===== src/hdl/bee_pkg.sv =====
// Package for the byte entropy estimator: widths, constants, controller
// states and the command/status structs. No dependencies.
`timescale 1ns / 1ps
package bee_pkg;

  // window and histogram sizing
  localparam int MaxWindow = 16384;
  localparam int Bins      = 256;
  localparam int BinAddrW  = $clog2(Bins);
  localparam int CntW      = 15;

  // fixed-point log2
  localparam int FracBits   = 16;
  localparam int GuardBits  = 8;
  localparam int FracIters  = FracBits + GuardBits;
  localparam int KW         = $clog2(CntW);
  localparam int LogRawW    = KW + FracIters;
  localparam int LogW       = KW + FracBits;
  localparam int LogItW     = $clog2(FracIters);
  localparam int MantW      = 32;

  // products, sums and the divider
  localparam int ProdW  = CntW + LogW;
  localparam int AccW   = ProdW + 2;
  localparam int DivW   = ProdW;
  localparam int DivItW = $clog2(DivW);

  // result fields
  localparam int ByteW = 8;
  localparam int EntW  = 20;

  typedef enum logic [3:0] {
    S_CLEAR,
    S_IDLE,
    S_INC,
    S_LN_START,
    S_LN_WAIT,
    S_B_RD,
    S_B_CHK,
    S_B_LOG,
    S_B_ACC,
    S_DIV_START,
    S_DIV_WAIT,
    S_OUT
  } state_e;

  typedef struct packed {
    logic                ram_en;
    logic                ram_we;
    logic                ram_wzero;
    logic                addr_byte_in;
    logic                addr_byte_q;
    logic [BinAddrW-1:0] bin_addr;
    logic                byte_load;
    logic                cnt_inc;
    logic                ovf_set;
    logic                log_start;
    logic                log_sel_n;
    logic                tot_load;
    logic                acc_clear;
    logic                prod_load;
    logic                acc_add;
    logic                div_start;
    logic                out_load;
  } cmd_t;

  typedef struct packed {
    logic count_full;
    logic rdata_zero;
    logic log_done;
    logic div_done;
  } sts_t;

endpackage


===== src/hdl/bee_ctrl.sv =====
// Controller: sequences counting, the end-of-window bin walk, the divide
// and the output handshake. Depends on bee_pkg.
`timescale 1ns / 1ps
module bee_ctrl (
  input  logic             clk_i,
  input  logic             rst_ni,
  input  logic             in_valid_i,
  input  logic             in_last_i,
  output logic             in_ready_o,
  input  logic             out_ready_i,
  output logic             out_valid_o,
  input  bee_pkg::sts_t    sts_i,
  output bee_pkg::cmd_t    cmd_o
);
  bee_pkg::state_e               state_q, state_d;
  logic [bee_pkg::BinAddrW-1:0]  bin_q, bin_d;
  logic                          last_q, last_d;
  logic                          out_valid_q, out_valid_d;
  logic                          accept;
  logic                          bin_end;
  logic                          out_free;

  assign accept   = (state_q == bee_pkg::S_IDLE) && in_valid_i;
  assign bin_end  = (bin_q == '1);
  assign out_free = !out_valid_q || out_ready_i;

  // next state
  always_comb begin
    state_d = state_q;
    bin_d   = bin_q;
    last_d  = last_q;
    unique case (state_q)
      bee_pkg::S_CLEAR: begin
        bin_d = bin_q + 1'b1;
        if (bin_end) begin
          state_d = bee_pkg::S_IDLE;
        end
      end
      bee_pkg::S_IDLE: begin
        if (accept) begin
          last_d = in_last_i;
          if (!sts_i.count_full) begin
            state_d = bee_pkg::S_INC;
          end else if (in_last_i) begin
            state_d = bee_pkg::S_LN_START;
          end
        end
      end
      bee_pkg::S_INC: begin
        state_d = last_q ? bee_pkg::S_LN_START : bee_pkg::S_IDLE;
      end
      bee_pkg::S_LN_START: state_d = bee_pkg::S_LN_WAIT;
      bee_pkg::S_LN_WAIT: begin
        if (sts_i.log_done) begin
          bin_d   = '0;
          state_d = bee_pkg::S_B_RD;
        end
      end
      bee_pkg::S_B_RD: state_d = bee_pkg::S_B_CHK;
      bee_pkg::S_B_CHK: begin
        if (!sts_i.rdata_zero) begin
          state_d = bee_pkg::S_B_LOG;
        end else begin
          bin_d   = bin_q + 1'b1;
          state_d = bin_end ? bee_pkg::S_DIV_START : bee_pkg::S_B_RD;
        end
      end
      bee_pkg::S_B_LOG: begin
        if (sts_i.log_done) begin
          state_d = bee_pkg::S_B_ACC;
        end
      end
      bee_pkg::S_B_ACC: begin
        bin_d   = bin_q + 1'b1;
        state_d = bin_end ? bee_pkg::S_DIV_START : bee_pkg::S_B_RD;
      end
      bee_pkg::S_DIV_START: state_d = bee_pkg::S_DIV_WAIT;
      bee_pkg::S_DIV_WAIT: begin
        if (sts_i.div_done) begin
          state_d = bee_pkg::S_OUT;
        end
      end
      bee_pkg::S_OUT: begin
        if (out_free) begin
          state_d = bee_pkg::S_IDLE;
        end
      end
      default: state_d = bee_pkg::S_CLEAR;
    endcase
  end

  // command outputs
  always_comb begin
    cmd_o          = '0;
    cmd_o.bin_addr = bin_q;
    unique case (state_q)
      bee_pkg::S_CLEAR: begin
        cmd_o.ram_en    = 1'b1;
        cmd_o.ram_we    = 1'b1;
        cmd_o.ram_wzero = 1'b1;
      end
      bee_pkg::S_IDLE: begin
        if (accept) begin
          if (sts_i.count_full) begin
            cmd_o.ovf_set = 1'b1;
          end else begin
            cmd_o.ram_en       = 1'b1;
            cmd_o.addr_byte_in = 1'b1;
            cmd_o.byte_load    = 1'b1;
          end
        end
      end
      bee_pkg::S_INC: begin
        cmd_o.ram_en      = 1'b1;
        cmd_o.ram_we      = 1'b1;
        cmd_o.addr_byte_q = 1'b1;
        cmd_o.cnt_inc     = 1'b1;
      end
      bee_pkg::S_LN_START: begin
        cmd_o.log_start = 1'b1;
        cmd_o.log_sel_n = 1'b1;
      end
      bee_pkg::S_LN_WAIT: begin
        cmd_o.log_sel_n = 1'b1;
        if (sts_i.log_done) begin
          cmd_o.tot_load  = 1'b1;
          cmd_o.acc_clear = 1'b1;
        end
      end
      bee_pkg::S_B_RD: begin
        cmd_o.ram_en = 1'b1;
      end
      bee_pkg::S_B_CHK: begin
        // clear the bin while its count sits in the read register
        cmd_o.ram_en    = 1'b1;
        cmd_o.ram_we    = 1'b1;
        cmd_o.ram_wzero = 1'b1;
        cmd_o.log_start = !sts_i.rdata_zero;
      end
      bee_pkg::S_B_LOG: begin
        cmd_o.prod_load = sts_i.log_done;
      end
      bee_pkg::S_B_ACC: begin
        cmd_o.acc_add = 1'b1;
      end
      bee_pkg::S_DIV_START: begin
        cmd_o.div_start = 1'b1;
      end
      bee_pkg::S_DIV_WAIT: begin
        cmd_o.ram_en = 1'b0;
      end
      bee_pkg::S_OUT: begin
        cmd_o.out_load = out_free;
      end
      default: cmd_o = '0;
    endcase
  end

  // output valid flag
  always_comb begin
    out_valid_d = out_valid_q;
    if (cmd_o.out_load) begin
      out_valid_d = 1'b1;
    end else if (out_ready_i) begin
      out_valid_d = 1'b0;
    end
  end

  always_ff @(posedge clk_i or negedge rst_ni) begin
    if (!rst_ni) begin
      state_q     <= bee_pkg::S_CLEAR;
      bin_q       <= '0;
      last_q      <= 1'b0;
      out_valid_q <= 1'b0;
    end else begin
      state_q     <= state_d;
      bin_q       <= bin_d;
      last_q      <= last_d;
      out_valid_q <= out_valid_d;
    end
  end

  assign in_ready_o  = (state_q == bee_pkg::S_IDLE);
  assign out_valid_o = out_valid_q;
endmodule


===== config.mk =====
export PLATFORM = sky130hd
export DESIGN_NAME = bee_ctrl
export DESIGN_NICKNAME = d
export VERILOG_FILES = /design/src/hdl/bee_pkg.sv /design/src/hdl/bee_ctrl.sv
export SDC_FILE = /design/constraint.sdc
export NUM_CORES = 1
export LEC_CHECK = 0
export ABC_CLOCK_PERIOD_IN_PS = 2100
export BUFFER_PORTS_ARGS = -buffer_cell sky130_fd_sc_hd__clkbuf_2
export CAP_MARGIN = 25
export CORE_UTILIZATION = 35
export CTS_CLUSTER_SIZE = 16
export DETAILED_ROUTE_END_ITERATION = 8
export PLACE_DENSITY = 0.63
export SYNTH_ARGS = -nofsm -noshare
export SYNTH_HDL_FRONTEND = slang
export SYNTH_SLANG_ARGS = --single-unit

===== constraint.sdc =====
create_clock -name clk_i -period 2.1 [get_ports clk_i]
set_input_delay 0.105 -clock clk_i [delete_from_list [all_inputs] [get_ports clk_i]]
set_output_delay 0.105 -clock clk_i [all_outputs]
set_load 0.03 [all_outputs]

==> Yosys cells after proc, flatten, opt, wreduce, memory -nomap -nowiden <==
Index checks and enable logic that the tools add are counted.
W data, S select, Z words.
{ "op_classes": {"add_sub_neg": 1, "mul": 0, "div": 0, "order_cmp": 0, "n_eq_ne": 20, "shifts": 0, "muxes": 36, "bitwise_logic": 0, "n_reduce_logical": 16} }
{ "ops": {"columns": ["operator", "count"], "rows": [
  ["$pmux W4 S12", 1],
  ["$mux W4", 10],
  ["$mux W8", 3],
  ["$pmux W8 S3", 1],
  ["$eq A4 B3 Y1 const B", 4],
  ["$eq A4 B4 Y1 const B", 4],
  ["$mux W1", 16],
  ["$ne A2 B2 Y1 const B", 6],
  ["$reduce_or A12 Y1", 1],
  ["$add A8 B1 Y8 const B", 1],
  ["$eq A4 B2 Y1 const B", 2],
  ["$eq A8 B8 Y1 const B", 1],
  ["$reduce_and A7 Y1", 1],
  ["$mux W2", 3],
  ["$reduce_or A2 Y1", 3],
  ["$eq A4 B1 Y1 const B", 1],
  ["$logic_not A4 Y1", 1],
  ["$pmux W1 S2", 2],
  ["$reduce_or A4 Y1", 1],
  ["$ne A3 B3 Y1 const B", 1],
  ["$reduce_and A3 Y1", 1],
  ["$reduce_bool A3 Y1", 1],
  ["$reduce_or A3 Y1", 1],
  ["$logic_not A1 Y1", 2],
  ["5 further kinds", 5]
]} }
{ "word_totals": {"reg_bits": 14, "latch_bits": 0, "ramBits": 0, "romBits": 0, "inputBits": 9, "out_inout_bits": 26, "elab_cells": 77, "n_memories": 0} }

==> Logic depth before layout (Yosys ltp) <==
Gate-level depths: netlist of run 1.
{ "depth": {"ltp_word": 4, "depth_mapped": 6, "ltp_nobuf": 5} }

==> Worst setup path before layout of run 1 <==
OpenSTA, ideal clock, no wires.
{ "synth_timing": {"path_kind": "flip-flop to output port", "start": "reg state_q[2]", "end": "out cmd_o[22] in the netlist's numbering", "arrival_ns": 2.230, "t_required_ns": 1.995, "slack_ns": -0.235, "path_stages_with_launch": 5, "path_buffers": 2, "path_cell_list": "dfrtp_1 > buf_6 > buf_2 > nor4_1 > or2_1"} }
{ "synth_lines": {"columns": ["element", "line", "source"], "rows": [
  ["from (decl)", "bee_ctrl.sv:15", "bee_pkg::state_e state_q, state_d;"],
  ["from (signal assigned)", "bee_ctrl.sv:171", "state_q <= bee_pkg::S_CLEAR;"],
  ["from (signal assigned)", "bee_ctrl.sv:176", "state_q <= state_d;"],
  ["to (decl)", "bee_ctrl.sv:13", "output bee_pkg::cmd_t cmd_o"]
]} }

==> impl_metrics.tcl, run 1 <==
set metrics [dict create \
    drt_iter0_markers 74 \
    vias 1225 \
    grt_max_degree 15 \
    clock_path_buffers 2 \
    yosysSeqAreaShare 0.2872 \
    syn_area_um2 1220 \
    dp_cells 219 \
    initial_core_util 0.3656 \
    final_common_cell "clkbuf_2" \
    clk_pin_slew_ns 0.10 \
    yosysWarnings 0 \
    die_w_um 61.04 \
    cts_buffers 3 \
    viasPerCell 5.373 \
    tightest_slew_ns 0.4764 \
    max_stage_delay_ns 0.52 \
    cts-root-buf "clkbuf_4" \
    cp_max_fo 13 \
    synth-edff-count 0 \
    grt_overflow 0 \
    place_hpwl_um 2386 \
    avgSynthCellArea_um2 8.243 \
    syn_inst 148 \
    final_antenna_net_count 0 \
    max-slew-margin-rel 0.6824 \
    end_kind "output pin" \
    crit_slowest_cell "dfrtp_2" \
    mostFrequentLayoutCells "clkbuf_2 (34), dfrtp_1 (11), a21oi_1 (10), o21ai_0 (10)" \
    status "finished, final reports clean" \
    period_share 0.9406 \
    finalSetupTns_ns 0 \
    switchingPower_mw 1.194 \
    internal-power_mw 1.036 \
    grt_pass1_vias 1134 \
    fmax_mhz 506.3 \
    clock-sinks 14 \
    htree_num_levels 1 \
    seq_power_share 0.232 \
    power.leakage_nw 0.7137 \
    power_frac_comb 0.676 \
    row_count 21 \
    hold_viol 0 \
    diodes 0 \
    syn_to_final_growth_pct 22.87 \
    finalClockSkew_ns 0.005482 \
    async_flop_share 1.000 \
    grt_use_total 0.1896 \
    hold_class "input pin to register" \
    yosysUniqueCellTypes 50 \
    gp_congestion 0.8682 \
    rsz0062_at_grt "false" \
    fin_nets 193 \
    layout-drive-gt1-share 0.3462 \
    synth-main-ff-cell "dfrtp_1" \
    cts_tree "built" \
    port_buffers 34 \
    vdd_ir_drop_max_v 0.0004191 \
    switching_share 0.5356 \
    grt_pass1_wl_um 5285 \
    drt-total-wl_um 3293 \
    crit_type "register to output pin" \
    critPathLaunchType "register" \
    crit_chain "buf_4 > nor2b_1 > and2_0 > clkbuf_2" \
    antenna_found_initial 0 \
    power_density_nw_per_um2 1488 \
    final_core_util 0.4492 \
    crit_arrival_ns 1.87 \
    synth-seq-cells 14 \
    remaining_drc_errors 0 \
    synth.net_count 158 \
    final_cells 228 \
    setup_viol 0 \
    die_h_um 61.04 \
    io_pins 35 \
    post_drt_wl_per_cell_um 14.44 \
    fp.dieArea_um2 3726 \
    maxSlewViolCount 0 \
    required_ns 2.00 \
    clkPwrFrac 0.092 \
    dr.pass1.iters 4 \
    clock_latency_ns 0.29 \
    drv_cap 0 \
    min_period_ns 1.975 \
    coreArea_um2 3337 \
]
-- per-stage QoR --
step	hold slack, ns	worst slack [ns]	instance area, um^2	total power, mW
3_5_place_dp	0.04181	0.2538	1410	1.940
6_report	0.08183	0.1248	1499	2.230
4_1_cts	0.08483	0.04157	1459	2.149
2_1_floorplan	-0.1906	0.06941	1235	1.645
3_3_place_gp	0.03378	0.2468	1410	1.916
5_1_grt	0.1036	0.05613	1499	2.429
-- power by group through the flow --
stage / clock network (mW) / registers, mW / logic, mW
final: 0.205 / 0.517 / 1.51
after global routing: 0.224 / 0.540 / 1.66
after CTS: 0.203 / 0.528 / 1.42
after detailed placement: 0 / 0.531 / 1.41
after global placement: 0 / 0.523 / 1.39
after floorplan: 0 / 0.445 / 1.20
-- cell usage after synthesis, types with 3 or more instances --
library cell / count / area share
and2_1: 9 / 0.046
nor2_1: 6 / 0.018
nand2_1: 9 / 0.028
nor2b_1: 5 / 0.026
inv_1: 5 / 0.015
dfrtp_1: 14 / 0.29
buf_4: 4 / 0.025
a21oi_1: 10 / 0.041
nor3_1: 6 / 0.025
buf_2: 6 / 0.025
and3_1: 7 / 0.036
mux2i_1: 3 / 0.025
o21ai_0: 10 / 0.041
nand3_1: 3 / 0.012
-- sequential cells by signal, indices dropped and copies added (netlist names) --
name         cells
bin_q            8
last_q           1
out_valid_o      1
state_q          4
-- area by class of cell --
class                           count  area (um^2)
Tap cell                           46        57.56
Clock buffer                        4        36.28
Inverter                            6        22.52
Multi-Input combinational cell    114        780.7
Sequential cell                    14        354.1
Fill cell                         359         1838
Timing Repair Buffer               44        247.7
-- critical path: cells and delay by family (launching register included) --
family / cells / cell delay (ns)
simple gates: 2 / 0.57
flops: 1 / 0.52
buf+inv: 2 / 0.50
-- cell families (layout without fill, tap and decap cells) --
group | Yosys count | in the layout | share of synthesized area
and+or+nand+nor | 68 | 68 | 0.3446
xor gates and xnor gates | 3 | 3 | 0.02154
adders and majority gates | 1 | 1 | 0.01025
muxes | 5 | 5 | 0.04308
buffers and inverters | 20 | 54 | 0.09231
DFF | 14 | 14 | 0.2872
AOI/OAI and AO/OA | 37 | 37 | 0.2010
-- repair_timing --
| item | in CTS | in global routing |
|---|---|---|
| buffers inserted | 0 | 4 |
| endpoints found under the setup margin | 2 | 6 |
| pin swaps | 0 | 0 |
| hold buffers | 1 | 0 |
| gates resized for setup | 2 | 4 |
| hold endpoints to repair | 14 | 0 |
-- final timing paths --
path / cells past startpoint / to / slack [ns] / from
worst max-delay path: 4 / cmd_o[2] / 0.12 / state_q[3]
worst min-delay path: 3 / last_q / 0.08 / in_last_i
worst max register to register: 5 / bin_q[6] / 0.29 / state_q[2]
worst min register to register: 2 / last_q / 0.51 / last_q
max in group asynchronous: 2 / state_q[2] / 1.51 / rst_ni
min in group asynchronous: 2 / bin_q[4] / 0.28 / rst_ni
-- per-layer routing --
layer / part of all wire / global-route usage
met4: 0.0085 / 0.05844
met1: 0.48 / 0.2706
met2: 0.48 / 0.3028
met3: 0.034 / 0.01891
met5: 0 / 0
(Power assumes the default switching activity.)
==> run 2: changes to the inputs <==
--- a/config.mk
+++ b/config.mk
@@ -6,7 +6,7 @@
 export NUM_CORES = 1
 export LEC_CHECK = 0
 export ABC_CLOCK_PERIOD_IN_PS = 2100
-export BUFFER_PORTS_ARGS = -buffer_cell sky130_fd_sc_hd__clkbuf_2
+export BUFFER_PORTS_ARGS = -buffer_cell sky130_fd_sc_hd__buf_4
 export CAP_MARGIN = 25
 export CORE_UTILIZATION = 35
 export CTS_CLUSTER_SIZE = 16
==> constraint.sdc (replaced) <==
create_clock -name clk_i -period 2.1 [get_ports clk_i]
set_input_delay 0.105 -clock clk_i [delete_from_list [all_inputs] [get_ports clk_i]]
set_output_delay 0.105 -clock clk_i [all_outputs]
set_load 0.02 [all_outputs]
==> run 2 against run 1 <==
  * Worst hold slack improved by 0.052 ns
  * Via count fell by 1.3%
  * Final cell count shrank 1.8%
  * Utilization increased by 1.3 points
  * First-iteration DRC count up 24%
  * Clock power fell by 2%
  * Clock skew is 0.0012 ns lower
  * Register-to-register slack worse by 0.04 ns
  * Combinational power fell by 8%
  * Sequential power up 3%
  * Routed wire length shrank 3.4%
  * Worst setup slack improved by 0.035 ns
  * Largest power group unchanged
==> impl_metrics.tcl, run 2 (synthesis gave the netlist of run 1 again) <==
set metrics [dict create \
    largest_register "bin_q" \
    clk_pin_slew_ns 0.09 \
    worstSetupEndpoint "cmd_o[22]" \
    dp_cells 219 \
    startpoint "state_q[1]" \
    io_pins 35 \
    viasPerCell 5.397 \
    hold_class "input pin to register" \
    cts-root-buf "clkbuf_4" \
    dr.pass1.iters 4 \
    drt-met1-wl_um 1501 \
    critPathLaunchType "register" \
    clock-sinks 14 \
    crit_arrival_ns 1.83 \
    row_count 21 \
    port_buffers 34 \
    grt_pass1_vias 1111 \
    tightest_slew_ns 0.4700 \
    finalClockSkew_ns 0.004258 \
    min_period_ns 1.940 \
    coreArea_um2 3337 \
    postCtsSetupRepairBufs 0 \
    drt-total-wl_um 3182 \
    clock_latency_ns 0.28 \
    htree_num_levels 1 \
    syn_to_final_growth_pct 26.46 \
    fin_nets 189 \
    cts_tree "built" \
    vias 1209 \
    remaining_drc_errors 0 \
    required_ns 2.00 \
    final_common_cell "buf_4" \
    mostFrequentLayoutCells "buf_4 (39), dfrtp_1 (13), a21oi_1 (10), o21ai_0 (10)" \
    layout-drive-gt1-share 0.3202 \
    max-slew-margin-rel 0.6867 \
    total_power_mw 2.126 \
    period_share 0.9238 \
    finalSetupTns_ns 0 \
    power.leakage_nw 0.7165 \
    largest_reg_flops 8 \
    hold_viol 0 \
    rr_endpoint "state_q[3]" \
    final_cells 224 \
    wl_met3_um 120 \
    grt_overflow 0 \
    vdd_ir_drop_max_v 0.0006650 \
    initial_core_util 0.3656 \
    grt_pass1_wl_um 5092 \
    reg2reg_depth 5 \
    antenna_found_initial 0 \
    die_w_um 61.04 \
    end_kind "output pin" \
    rsz0062_at_grt "false" \
    status "finished, final reports clean" \
    highest_layer "met4" \
    cts_buffers 3 \
    maxSlewViolCount 0 \
    place_hpwl_um 2299 \
    gp_congestion 0.8223 \
    r2r-start "state_q[3]" \
    grt_use_total 0.1845 \
    die_h_um 61.04 \
    drv_cap 0 \
    post_drt_wl_per_cell_um 14.21 \
    fmax_mhz 515.5 \
    r2r_setup_slack_ns 0.25 \
    dr_wl_met2_um 1548 \
    power_density_nw_per_um2 1378 \
    cp_max_fo 12 \
    top_regs "bin_q x8, state_q x4" \
    clock_path_buffers 2 \
    setup_viol 0 \
    diodes 0 \
    drt_iter0_markers 92 \
    crit_type "register to output pin" \
    grt_max_degree 15 \
    fp.dieArea_um2 3726 \
    final_antenna_net_count 0 \
]
run 2: cell types whose count changed in the layout (fill, tap and decap cells not counted), sizes merged:
cell    change
clkbuf     -34
buf        +30
run 2: per-layer routing:
metal  GRT usage  vias up
li1            -      595
met1      0.2454      578
met2      0.3152       34
met3     0.01891        2
met4     0.05844        0
met5           0        -
run 2: critical path: stages, from the launching register on:
cell and delay, ns:
dfrtp_1 0.60, buf_4 0.25, xor2_1 0.21, nor3_2 0.10, or2_1 0.23, buf_4 0.15
run 2: final cells by class:
class,instances,area (um^2)
Sequential cell,14,351.6
Multi-Input combinational cell,114,772.0
Inverter,6,22.52
Fill cell,344,1794
Clock buffer,4,36.28
Tap cell,46,57.56
Timing Repair Buffer,40,302.8
run 2: where the power goes:
group / switching [mW] / internal [mW]
logic: 0.786 / 0.607
registers: 0.176 / 0.356
clock network: 0.0952 / 0.105
run 2: per-stage QoR:
step             util  hold slack [ns]  setup WS [ns]  area [um^2]
2_1_floorplan       -          -0.1906         0.1194         1220
3_3_place_gp   0.4436         -0.03372         0.2830         1480
3_5_place_dp   0.4436         -0.02869         0.2429         1480
4_1_cts        0.4582           0.1307        0.06473         1529
5_1_grt        0.4623           0.1377        0.02588         1543
6_report       0.4623           0.1335         0.1600         1543
run 2: worst min path at each step:
stage | end | cells after the start | from
3_3_place_gp | out_valid_o | 1 | rst_ni
4_1_cts | last_q | 3 | in_last_i
2_1_floorplan | bin_q[0] | 0 | rst_ni
5_1_grt | last_q | 3 | in_last_i
3_5_place_dp | out_valid_o | 1 | rst_ni
6_report | last_q | 3 | in_last_i
run 2: timing repair:
| item | 4_1_cts | 5_1_grt |
|---|---|---|
| hold buffers | 1 | 0 |
| gates resized for setup | 2 | 3 |
| endpoints found under the setup margin | 2 | 5 |
| hold endpoints to repair | 14 | 0 |
